`src/design/afbd_pkg.sv`:
```
// Shared types, codes and coefficient tables for the four-bit ADPCM block decoder.
package afbd_pkg;

    // Command codes passed from the byte front end to the sample back end
    localparam logic [1:0] OP_CLEAR = 2'd0;  // history clear only, no result
    localparam logic [1:0] OP_END   = 2'd1;  // end marker result
    localparam logic [1:0] OP_DATA  = 2'd2;  // two samples from one data byte

    localparam logic [3:0] POS_HEADER    = 4'd0;
    localparam logic [3:0] POS_FLAGS     = 4'd1;
    localparam logic [3:0] POS_LAST_DATA = 4'd15;

    localparam logic [7:0] FLAGS_END  = 8'h07;
    localparam logic [3:0] FILTER_MAX = 4'd4;

    localparam logic signed [15:0] SAMPLE_MAX = 16'sh7FFF;
    localparam logic signed [15:0] SAMPLE_MIN = 16'sh8000;

    typedef struct packed {
        logic       clr;
        logic [1:0] op;
        logic [7:0] data;
        logic [3:0] shift;
        logic [2:0] filter;
        logic       done;
    } afbd_cmd_t;

    typedef struct packed {
        logic cmd_pending;
        logic second_half;
    } afbd_back_status_t;

    function automatic logic signed [7:0] coef_a(input logic [2:0] filter);
        logic signed [7:0] c;
        case (filter)
            3'd1:    c = 8'sd60;
            3'd2:    c = 8'sd115;
            3'd3:    c = 8'sd98;
            3'd4:    c = 8'sd122;
            default: c = 8'sd0;
        endcase
        return c;
    endfunction

    function automatic logic signed [7:0] coef_b(input logic [2:0] filter);
        logic signed [7:0] c;
        case (filter)
            3'd2:    c = -8'sd52;
            3'd3:    c = -8'sd55;
            3'd4:    c = -8'sd60;
            default: c = 8'sd0;
        endcase
        return c;
    endfunction

endpackage

```
`src/design/afbd_in_if.sv`:
```
// Input channel: one stream byte per transfer.
interface afbd_in_if;
    logic       valid;
    logic       ready;
    logic [7:0] data_byte;
    logic       restart_block;
    logic       clear_history;

    modport source (output valid, output data_byte, output restart_block,
                    output clear_history, input ready);
    modport sink   (input valid, input data_byte, input restart_block,
                    input clear_history, output ready);
endinterface

```
`src/design/afbd_out_if.sv`:
```
// Output channel: one decoded result per transfer.
interface afbd_out_if;
    logic               valid;
    logic               ready;
    logic signed [15:0] sample;
    logic               end_marker;
    logic               block_done;
    logic               last;

    modport source (output valid, output sample, output end_marker,
                    output block_done, output last, input ready);
    modport sink   (input valid, input sample, input end_marker,
                    input block_done, input last, output ready);
endinterface

```
`src/design/afbd_front.sv`:
```
// Byte front end: tracks block position, header fields and end state, emits commands.
module afbd_front (
    input  logic              clk,
    input  logic              rst_n,
    afbd_in_if.sink           byte_stream,
    input  logic              queue_full,
    output logic              push,
    output afbd_pkg::afbd_cmd_t push_cmd
);
    import afbd_pkg::*;

    logic [3:0] pos_reg, pos_next;
    logic [3:0] shift_reg, shift_next;
    logic [2:0] filter_reg, filter_next;
    logic       ended_reg, ended_next;

    logic       accept;
    logic [3:0] pos;
    logic [3:0] hdr_filter;
    logic       want_push;

    assign byte_stream.ready = !queue_full;
    assign accept = byte_stream.valid && !queue_full;
    assign pos = byte_stream.restart_block ? POS_HEADER : pos_reg;
    assign hdr_filter = byte_stream.data_byte[7:4];

    always_comb
    begin
        push_cmd.clr    = byte_stream.clear_history;
        push_cmd.op     = OP_CLEAR;
        push_cmd.data   = byte_stream.data_byte;
        push_cmd.shift  = shift_reg;
        push_cmd.filter = filter_reg;
        push_cmd.done   = (pos == POS_LAST_DATA);
        want_push       = byte_stream.clear_history;
        pos_next        = pos_reg;
        shift_next      = shift_reg;
        filter_next     = filter_reg;
        ended_next      = ended_reg;

        if (pos == POS_HEADER)
        begin
            shift_next  = byte_stream.data_byte[3:0];
            filter_next = (hdr_filter > FILTER_MAX) ? 3'd0 : hdr_filter[2:0];
            ended_next  = 1'b0;
        end
        else if (pos == POS_FLAGS)
        begin
            if (byte_stream.data_byte == FLAGS_END)
            begin
                push_cmd.op = OP_END;
                want_push   = 1'b1;
                ended_next  = 1'b1;
            end
        end
        else if (!ended_reg)
        begin
            push_cmd.op = OP_DATA;
            want_push   = 1'b1;
        end

        // position wraps to the header after the last data byte
        pos_next = pos + 4'd1;
        push     = accept && want_push;
    end

    always_ff @(posedge clk or negedge rst_n)
    begin
        if (!rst_n)
        begin
            pos_reg    <= POS_HEADER;
            shift_reg  <= 4'd0;
            filter_reg <= 3'd0;
            ended_reg  <= 1'b0;
        end
        else if (accept)
        begin
            pos_reg    <= pos_next;
            shift_reg  <= shift_next;
            filter_reg <= filter_next;
            ended_reg  <= ended_next;
        end
    end

endmodule

```
`src/design/afbd_cmd_fifo.sv`:
```
// Short command queue between the byte front end and the sample back end.
module afbd_cmd_fifo #(
    parameter int DEPTH = 4
) (
    input  logic                clk,
    input  logic                rst_n,
    input  logic                push,
    input  afbd_pkg::afbd_cmd_t push_cmd,
    output logic                full,
    input  logic                pop,
    output logic                head_valid,
    output afbd_pkg::afbd_cmd_t head_cmd
);
    import afbd_pkg::*;

    localparam int PTR_W = (DEPTH > 1) ? $clog2(DEPTH) : 1;
    localparam int CNT_W = $clog2(DEPTH + 1);

    afbd_cmd_t  slots [DEPTH];
    logic [PTR_W-1:0] wr_ptr_reg, wr_ptr_next;
    logic [PTR_W-1:0] rd_ptr_reg, rd_ptr_next;
    logic [CNT_W-1:0] count_reg, count_next;
    logic do_push, do_pop;

    assign full       = (count_reg == CNT_W'(DEPTH));
    assign head_valid = (count_reg != '0);
    assign head_cmd   = slots[rd_ptr_reg];
    assign do_push    = push && !full;
    assign do_pop     = pop && head_valid;

    always_comb
    begin
        wr_ptr_next = wr_ptr_reg;
        rd_ptr_next = rd_ptr_reg;
        count_next  = count_reg;
        if (do_push)
            wr_ptr_next = (wr_ptr_reg == PTR_W'(DEPTH - 1)) ? '0 : wr_ptr_reg + 1'b1;
        if (do_pop)
            rd_ptr_next = (rd_ptr_reg == PTR_W'(DEPTH - 1)) ? '0 : rd_ptr_reg + 1'b1;
        if (do_push && !do_pop)
            count_next = count_reg + 1'b1;
        else if (do_pop && !do_push)
            count_next = count_reg - 1'b1;
    end

    always_ff @(posedge clk or negedge rst_n)
    begin
        if (!rst_n)
        begin
            wr_ptr_reg <= '0;
            rd_ptr_reg <= '0;
            count_reg  <= '0;
        end
        else
        begin
            wr_ptr_reg <= wr_ptr_next;
            rd_ptr_reg <= rd_ptr_next;
            count_reg  <= count_next;
        end
    end

    always_ff @(posedge clk)
    begin
        if (do_push)
            slots[wr_ptr_reg] <= push_cmd;
    end

endmodule

```
`src/design/afbd_back.sv`:
```
// Sample back end: prediction history, nibble decode and the output register.
module afbd_back (
    input  logic                      clk,
    input  logic                      rst_n,
    input  logic                      head_valid,
    input  afbd_pkg::afbd_cmd_t       head_cmd,
    output logic                      pop,
    output afbd_pkg::afbd_back_status_t status,
    afbd_out_if.source                sample_stream
);
    import afbd_pkg::*;

    logic signed [15:0] h1_reg, h1_next;
    logic signed [15:0] h2_reg, h2_next;
    logic               phase_reg, phase_next;
    logic               out_valid_reg, out_valid_next;
    logic signed [15:0] out_sample_reg;
    logic               out_end_reg;
    logic               out_done_reg;
    logic               out_last_reg;

    logic               can_emit;
    logic               emit;
    logic signed [15:0] emit_sample;
    logic               emit_end;
    logic               emit_done;
    logic               emit_last;

    logic signed [15:0] h1_eff;
    logic signed [15:0] h2_eff;
    logic [3:0]         nib;
    logic signed [15:0] scaled;
    logic signed [23:0] prod_a;
    logic signed [23:0] prod_b;
    logic signed [24:0] pred_sum;
    logic signed [18:0] pred;
    logic signed [19:0] total;
    logic signed [15:0] sat;

    assign can_emit = !out_valid_reg || sample_stream.ready;

    // clear applies before the first sample of the command
    assign h1_eff = (head_cmd.clr && !phase_reg) ? 16'sd0 : h1_reg;
    assign h2_eff = (head_cmd.clr && !phase_reg) ? 16'sd0 : h2_reg;

    always_comb
    begin
        nib      = phase_reg ? head_cmd.data[7:4] : head_cmd.data[3:0];
        scaled   = $signed({nib, 12'd0}) >>> head_cmd.shift;
        prod_a   = 24'(coef_a(head_cmd.filter)) * 24'(h1_eff);
        prod_b   = 24'(coef_b(head_cmd.filter)) * 24'(h2_eff);
        pred_sum = 25'(prod_a) + 25'(prod_b);
        pred     = 19'(pred_sum >>> 6);
        total    = 20'(scaled) + 20'(pred);
        if (total > 20'(SAMPLE_MAX))
            sat = SAMPLE_MAX;
        else if (total < 20'(SAMPLE_MIN))
            sat = SAMPLE_MIN;
        else
            sat = total[15:0];
    end

    always_comb
    begin
        pop         = 1'b0;
        emit        = 1'b0;
        emit_sample = 16'sd0;
        emit_end    = 1'b0;
        emit_done   = 1'b0;
        emit_last   = 1'b0;
        h1_next     = h1_reg;
        h2_next     = h2_reg;
        phase_next  = phase_reg;

        if (head_valid)
        begin
            case (head_cmd.op)
                OP_END:
                begin
                    if (can_emit)
                    begin
                        pop       = 1'b1;
                        emit      = 1'b1;
                        emit_end  = 1'b1;
                        emit_last = 1'b1;
                        h1_next   = h1_eff;
                        h2_next   = h2_eff;
                    end
                end
                OP_DATA:
                begin
                    if (can_emit)
                    begin
                        emit        = 1'b1;
                        emit_sample = sat;
                        emit_done   = phase_reg && head_cmd.done;
                        emit_last   = phase_reg;
                        pop         = phase_reg;
                        phase_next  = !phase_reg;
                        h2_next     = h1_eff;
                        h1_next     = sat;
                    end
                end
                default:
                begin
                    // history clear with no result
                    pop     = 1'b1;
                    h1_next = 16'sd0;
                    h2_next = 16'sd0;
                end
            endcase
        end

        out_valid_next = emit ? 1'b1 : (sample_stream.ready ? 1'b0 : out_valid_reg);
    end

    always_ff @(posedge clk or negedge rst_n)
    begin
        if (!rst_n)
        begin
            h1_reg        <= 16'sd0;
            h2_reg        <= 16'sd0;
            phase_reg     <= 1'b0;
            out_valid_reg <= 1'b0;
        end
        else
        begin
            h1_reg        <= h1_next;
            h2_reg        <= h2_next;
            phase_reg     <= phase_next;
            out_valid_reg <= out_valid_next;
        end
    end

    always_ff @(posedge clk)
    begin
        if (emit)
        begin
            out_sample_reg <= emit_sample;
            out_end_reg    <= emit_end;
            out_done_reg   <= emit_done;
            out_last_reg   <= emit_last;
        end
    end

    assign sample_stream.valid      = out_valid_reg;
    assign sample_stream.sample     = out_sample_reg;
    assign sample_stream.end_marker = out_end_reg;
    assign sample_stream.block_done = out_done_reg;
    assign sample_stream.last       = out_last_reg;

    assign status.cmd_pending = head_valid;
    assign status.second_half = phase_reg;

endmodule

```
`src/design/adpcm_four_bit_block_decoder_top.sv`:
```
// Top level of the four-bit ADPCM block decoder: front end, command queue, back end.
//
//  channel        | modport | moves per transfer
//  ---------------+---------+------------------------------------------------------
//  byte_stream    | sink    | data_byte, restart_block, clear_history
//  sample_stream  | source  | sample, end_marker, block_done, last
//
// The front end takes one byte per cycle while the command queue has room; header,
// ignored flags and bytes after an end marker finish in the front end alone.
// The back end spends one cycle per result while the output register can take one;
// a byte's two samples go in turn: the second sample's prediction needs the first.
// Reset clears position, header fields, history and queue; no clearing pass.
// A stalled sample_stream holds the output register; the queue absorbs up to
// QUEUE_DEPTH commands before byte_stream drops ready.
module adpcm_four_bit_block_decoder_top #(
    parameter int QUEUE_DEPTH = 4
) (
    input  logic        clk,
    input  logic        rst_n,
    afbd_in_if.sink     byte_stream,
    afbd_out_if.source  sample_stream
);
    import afbd_pkg::*;

    logic              push;
    afbd_cmd_t         push_cmd;
    logic              queue_full;
    logic              pop;
    logic              head_valid;
    afbd_cmd_t         head_cmd;
    afbd_back_status_t back_status;

    // Classify each byte; only history clears and result-bearing bytes go on.
    afbd_front u_front (
        .clk         (clk),
        .rst_n       (rst_n),
        .byte_stream (byte_stream),
        .queue_full  (queue_full),
        .push        (push),
        .push_cmd    (push_cmd)
    );

    // Hold commands so either side can stall on its own.
    afbd_cmd_fifo #(
        .DEPTH (QUEUE_DEPTH)
    ) u_queue (
        .clk        (clk),
        .rst_n      (rst_n),
        .push       (push),
        .push_cmd   (push_cmd),
        .full       (queue_full),
        .pop        (pop),
        .head_valid (head_valid),
        .head_cmd   (head_cmd)
    );

    // Decode samples, advance history, register each result for transfer.
    afbd_back u_back (
        .clk           (clk),
        .rst_n         (rst_n),
        .head_valid    (head_valid),
        .head_cmd      (head_cmd),
        .pop           (pop),
        .status        (back_status),
        .sample_stream (sample_stream)
    );

`ifndef SYNTHESIS
    // An end-marker result carries a zero sample and closes its byte.
    assert property (@(posedge clk) disable iff (!rst_n)
        sample_stream.valid && sample_stream.end_marker |->
            sample_stream.sample == 16'sd0 && !sample_stream.block_done &&
            sample_stream.last)
    else $error("end marker result malformed");

    // The last sample of a block is always the second sample of its byte.
    assert property (@(posedge clk) disable iff (!rst_n)
        sample_stream.valid && sample_stream.block_done |->
            sample_stream.last && !sample_stream.end_marker)
    else $error("block_done without last");

    // The second half of a data byte works on a data command still at the head.
    assert property (@(posedge clk) disable iff (!rst_n)
        back_status.second_half |->
            back_status.cmd_pending && head_cmd.op == OP_DATA)
    else $error("second sample without a data command");
`endif

endmodule
```
`src/flat_wrapper.sv`:
```
// flat-port wrapper written by rule: the top's interface ports become plain ports
module adpcm_four_bit_block_decoder_top_flat import afbd_pkg::*;
#(
    parameter int QUEUE_DEPTH = 4
)
  (clk, rst_n, byte_stream_valid, byte_stream_data_byte, byte_stream_restart_block, byte_stream_clear_history, byte_stream_ready, sample_stream_valid, sample_stream_sample, sample_stream_end_marker, sample_stream_block_done, sample_stream_last, sample_stream_ready);
  afbd_in_if byte_stream_i ();
  afbd_out_if sample_stream_i ();
  input  logic clk;
  input  logic rst_n;
  input wire logic [$bits(byte_stream_i.valid)-1:0] byte_stream_valid;
  input wire logic [$bits(byte_stream_i.data_byte)-1:0] byte_stream_data_byte;
  input wire logic [$bits(byte_stream_i.restart_block)-1:0] byte_stream_restart_block;
  input wire logic [$bits(byte_stream_i.clear_history)-1:0] byte_stream_clear_history;
  output wire logic [$bits(byte_stream_i.ready)-1:0] byte_stream_ready;
  output wire logic [$bits(sample_stream_i.valid)-1:0] sample_stream_valid;
  output wire logic [$bits(sample_stream_i.sample)-1:0] sample_stream_sample;
  output wire logic [$bits(sample_stream_i.end_marker)-1:0] sample_stream_end_marker;
  output wire logic [$bits(sample_stream_i.block_done)-1:0] sample_stream_block_done;
  output wire logic [$bits(sample_stream_i.last)-1:0] sample_stream_last;
  input wire logic [$bits(sample_stream_i.ready)-1:0] sample_stream_ready;
  assign byte_stream_i.valid = byte_stream_valid;
  assign byte_stream_i.data_byte = byte_stream_data_byte;
  assign byte_stream_i.restart_block = byte_stream_restart_block;
  assign byte_stream_i.clear_history = byte_stream_clear_history;
  assign byte_stream_ready = byte_stream_i.ready;
  assign sample_stream_valid = sample_stream_i.valid;
  assign sample_stream_sample = sample_stream_i.sample;
  assign sample_stream_end_marker = sample_stream_i.end_marker;
  assign sample_stream_block_done = sample_stream_i.block_done;
  assign sample_stream_last = sample_stream_i.last;
  assign sample_stream_i.ready = sample_stream_ready;
  adpcm_four_bit_block_decoder_top #(.QUEUE_DEPTH(QUEUE_DEPTH)) u_core (.clk(clk), .rst_n(rst_n), .byte_stream(byte_stream_i), .sample_stream(sample_stream_i));
endmodule
```
`config.mk`:
```
export PLATFORM = sky130hd
export DESIGN_NAME = adpcm_four_bit_block_decoder_top_flat
export DESIGN_NICKNAME = d
export VERILOG_FILES = /design/src/design/afbd_pkg.sv /design/src/design/afbd_in_if.sv /design/src/design/afbd_out_if.sv /design/src/design/afbd_front.sv /design/src/design/afbd_cmd_fifo.sv /design/src/design/afbd_back.sv /design/src/design/adpcm_four_bit_block_decoder_top.sv /design/src/flat_wrapper.sv
export SDC_FILE = /design/constraint.sdc
export NUM_CORES = 1
export LEC_CHECK = 0
export BUFFER_PORTS_ARGS = -buffer_cell sky130_fd_sc_hd__buf_2
export CAP_MARGIN = 20
export CORE_UTILIZATION = 30
export DETAILED_ROUTE_END_ITERATION = 8
export PLACE_DENSITY = 0.53
export SETUP_SLACK_MARGIN = 0.2
export SYNTH_ARGS = -nofsm -noshare
export SYNTH_HDL_FRONTEND = slang
export SYNTH_HIERARCHICAL = 1
export SYNTH_SLANG_ARGS = --single-unit
```
`constraint.sdc`:
```
create_clock -name clk -period 9.9 [get_ports clk]
set_input_delay 0 -clock clk [delete_from_list [all_inputs] [get_ports clk]]
set_output_delay 0 -clock clk [all_outputs]
set_load 0.02 [all_outputs]
```
Word-level counts from Yosys, hierarchy flattened:

Memories as Yosys holds them, arrays and structs flattened.
Cells that the tools add are included.

* $add $sub $neg: 7
* multipliers: 2
* $lt $le $gt $ge: 3
* eq/ne operators: 14
* shift-type cells: 1
* mux-type cells: 40
* reduce and logical (&&, ||, !) cells: 26

Operator list (number)
* $mux W16: 7
* $pmux W16 S2: 2
* $mul A8 B16 Y24: 2
* $pmux W7 S4: 1
* $add A24 B24 Y25: 1
* $pmux W8 S3: 1
* $add A16 B19 Y20: 1
* $gt A20 B16 Y1 const B: 1
* $lt A20 B16 Y1 const B: 1
* $mux W1: 17
* $sshr A16 B4 Y16: 1
* $mux W2: 5
* $mux W3: 3
* $reduce_and A3 Y1: 3
* $eq A8 B3 Y1 const B: 1
* $logic_and A1 B1 Y1: 8
* $mux W4: 2
* $reduce_bool A2 Y1: 4
* $eq A2 B2 Y1 const B: 3
* $eq A3 B2 Y1 const B: 2
* $eq A3 B3 Y1 const B: 2
* $logic_not A1 Y1: 5
* $add A2 B1 Y2 const B: 2
* $add A4 B1 Y4 const B: 1
* other kinds (14): 17

* register bits after elaboration: 72
* RAM bits: 76
* output and inout bits: 21
* logic and storage cells: 109
* memories kept: 1

Memories
* u_core.u_queue.slots: depth 4, bits a word 19, read ports 1, clocked after Yosys merged registers in 0, wr ports 1, line afbd_cmd_fifo.sv:19 `afbd_cmd_t slots [DEPTH];`

Logic depth before layout (Yosys ltp):

* depth in word-level cells: 11
* mapped depth: 39
* mapped depth without buffers: 35

By module:

The synthesis kept the hierarchy.

By module, submodules not included
* afbd_back: instances 1, cells an instance 1212, area an instance 10994.3 um^2, sequential area each 1421.4 um^2
* afbd_cmd_fifo: instances 1, cells an instance 136, area an instance 3213.1 um^2, sequential area each 2457.4 um^2
* afbd_front: instances 1, cells an instance 69, area an instance 767.0 um^2, sequential area each 300.3 um^2

Worst setup path before layout:

OpenSTA, ideal clock, no wires.

* kind: reg2reg
* start: reg u_core.u_queue.rd_ptr_reg[0]
* end: reg u_core.u_back.out_sample_reg[11] (netlist: u_core/u_back/sample_stream.sample[11]), data pin
* library setup time: 0.263 ns
* arrival time: 9.225 ns
* data required time: 9.637 ns
* setup slack: 0.412 ns
* stages on the path, launching flop included: 37
* buffers on the path: 3
* period minus slack after synthesis: 9.488 ns
* path through: dfrtp_1 buf_4 mux4_2 nand2b_1 o21ai_0 clkinv_1 clkbuf_1 nor2_1 nor2_1 fa_1 fa_1 inv_1 fa_1 fa_1 fa_1 inv_1 fa_1 inv_1 ha_1 o21a_1 o21ai_0 and3b_1 nor3_1 o41ai_1 o21bai_1 a21oi_1 xnor2_1 ha_1 and4_1 nor3b_1 a211oi_1 o221ai_1 xor2_1 o41ai_2 or2_2 buf_2 o21ai_0

RTL lines
* start: declaration: line afbd_cmd_fifo.sv:21 `logic [PTR_W-1:0] rd_ptr_reg, rd_ptr_next;`
* start signal: assignment: line afbd_cmd_fifo.sv:57 `rd_ptr_reg <= rd_ptr_next;`
* end signal: assignment: line afbd_back.sv:139 `out_sample_reg <= emit_sample;`
* end: declaration: line afbd_back.sv:17 `logic signed [15:0] out_sample_reg;`

==> summary.md <==
| Metric | Value |
|---|---|
| Status | `finished clean` |
| Worst r2r src | `u_core/u_queue/rd_ptr_reg[0]` |
| Skew final | `0.00980 ns` |
| Total GRT Usage | `14.7%` |
| R2R Setup Slk | `a little over 0.6 ns` |
| Period utilisation layout | `93.9%` |
| Gr ovfl total | `0` |
| # IOs | `35` |
| Crit path DAT | `9.59 ns` |
| Most Frequent Cell on Critical Path | `fa_1` |
| First-pass GRT wire length | `58000 µm` |
| Setup Viol. Count Final | `0` |
| N_diodes | `0` |
| Routed Antenna Nets | `0` |
| Initial antenna violation count | `0` |
| Synthesized area per cell | `10.6 µm²` |
| Fin nets | `1807` |
| # rows | `81` |
| Bufs on Longest Clock Path | `2` |
| DRT Pass-1 Iters | `5` |
| RR Endpoint | `u_core/u_back/h1_reg[7]` |
| Synthesized instance count | `1415` |
| Initial Utilization | `30.5%` |
| Via-to-Cell Ratio | `4.66` |
| CTS tree | `done` |
| Area delta synth->final | `13.7%` |
| Post-route minimum period | `a little over 9 ns` |
| Clk sinks | `148` |
| Vias in the first global route | `between 10000 and 15000` |
| Critical path type | `flop to flop` |
| GP Congestion | `0.883` |
| DRC Markers | `0` |
| Pin count of the biggest net entering global routing | `54` |
| # H-tree levels | `4` |
| Worst setup SP type | `flop` |
| Required @ worst endpoint | `10.20 ns` |
| DIE HEIGHT | `~230 µm` |
| Core area | `49100 µm²` |
| Detail Placement HPWL | `28800 µm` |
| Skew-Pair Late Insertion Delay | `0.42 ns` |
| Mapped cell area | `between 10000 and 15000 µm²` |
| Reg2Reg Depth | `32` |
| Syn Nets | `1748` |
| Peak per-stage delay on the critical path | `0.61 ns` |
| Clock transition at path regs | `0.06 ns` |
| Share of cells above drive strength 1 | `14.7%` |
| Final WL | `~35000 µm` |
| HP Class | `primary input to async pin` |
| DR WL/cell | `about 16 µm` |
| Tightest Pin Transition | `1.08 ns` |
| TritonCTS buffer count | `17` |
| Max reg flops | `76` |
| Overall die area | `approximately 50000 µm²` |
| Endpoints failing hold | `0` |
| Max-slew violation count | `0` |
| Die Width | `225 µm` |
| F_max | `between 100 and 150 MHz` |
| Util after Layout | `between 30% and 40%` |
| Synth warnings | `6` |
| Port Buffers | `34` |
| Fin Setup TNS | `0 ns` |
| Area of placed instances | `about 16000 µm²` |
| Crit. End Element | `flop` |
| RSZ-0062 raised after global routing | `no` |
| Crit-path slowest cell | `mux4_2` |
| Fill count | `~5000` |
| Final instance area | `around 17000 µm²` |
| Vias | `10000` |
| Number of max-cap violations | `0` |
| Crit Path Max Fanout | `17` |
| Root buffer selected by CTS | `clkbuf_16` |
| Drt initial violations | `590` |
| Slew HR | `around 28%` |
| Biggest register | `u_core/u_queue/slots` |
==> area by class of cell <==
cell class | instances | area, µm² | share of cell area, %
multi-input cells | 949 | 9720 | 57.2
inverters | 263 | 987 | 5.81
repair buffers | 95 | 739 | 4.35
flip-flops and latches | 148 | 4180 | 24.6
well taps | 664 | 831 | 4.89
clock inverters | 15 | 121 | 0.714
clock buffers | 17 | 425 | 2.50
==> critical path, delay by kind of cell, from the launching register on <==
family                   cells  cell delay, ns
adder cells (fa/ha/maj)      8            3.83
AO/OA/AOI/OAI               10            2.10
AND/OR/NAND/NOR              6            1.30
buffers and inverters        6            0.73
multiplexers                 1            0.61
flip-flops                   1            0.43
XOR/XNOR                     1            0.14
==> layer usage <==
metal	vias to the layer above	share of wire [%]	GRT usage (%)
li1	4758	-	-
met1	5038	49	21.5
met2	182	45	22.8
met3	41	2.7	1.51
met4	0	2.4	4.28
met5	-	0	0
==> metrics by stage <==
stage | hold WS (ns) | worst slack (ns) | instances
global placement | 0.213 | 0.216 | 2097
floorplan | -0.296 | 0.412 | 1415
finish | 0.270 | 0.608 | 2151
global route | 0.342 | 0.206 | 2151
CTS | 0.293 | 0.210 | 2143
detailed placement | 0.217 | 0.125 | 2097
==> cell usage in the layout (no fill, tap or decap), drive strengths merged, types with 3 or more instances in the layout <==
cell,n
nor2,146
mux4,20
nand4,3
a221o,6
and4,3
a21o,9
ha,136
nand2b,15
xor2,16
mux2,12
and3,5
inv,270
clkinvlp,3
mux2i,10
a21oi,69
buf,81
or2,9
nor3b,6
nand3,10
a21boi,3
o21bai,8
nor2b,14
nand2,71
a211o,12
fa,183
dlygate4sd3,14
dfrtp,53
a22o,18
clkinv,5
o21a,5
a211oi,7
xnor2,34
and2,20
o21ai,48
nor3,17
edfxtp,95
clkbuf,17
==> repair_timing <==
| action | 4_1_cts | 5_1_grt |
|---|---|---|
| hold buffers | 14 | 0 |
| cloned | 0 | 1 |
| pin swaps | 0 | 5 |
| hold endpoints to repair | 99 | 0 |
| resized for setup | 4 | 56 |
| setup endpoints to repair | 30 | 30 |
| buffers inserted | 0 | 4 |
==> worst max path at each step <==
stage | cells past startpoint | start | end
final | 32 | u_core/u_queue/rd_ptr_reg[0] | u_core/u_back/h1_reg[7]
after global routing | 35 | u_core/u_queue/rd_ptr_reg[0] | u_core/u_back/h1_reg[3]
after CTS | 34 | u_core/u_queue/rd_ptr_reg[0] | u_core/u_back/h1_reg[14]
after detailed placement | 33 | u_core/u_queue/rd_ptr_reg[0] | u_core/u_back/sample_stream.sample[10]
after global placement | 33 | u_core/u_queue/rd_ptr_reg[0] | u_core/u_back/sample_stream.sample[10]
after floorplan | 36 | u_core/u_queue/rd_ptr_reg[0] | u_core/u_back/sample_stream.sample[11]
Power is left out: the tool's default activity adds up to more than one toggle a clock period on the data nets, which glitch-free logic cannot reach.
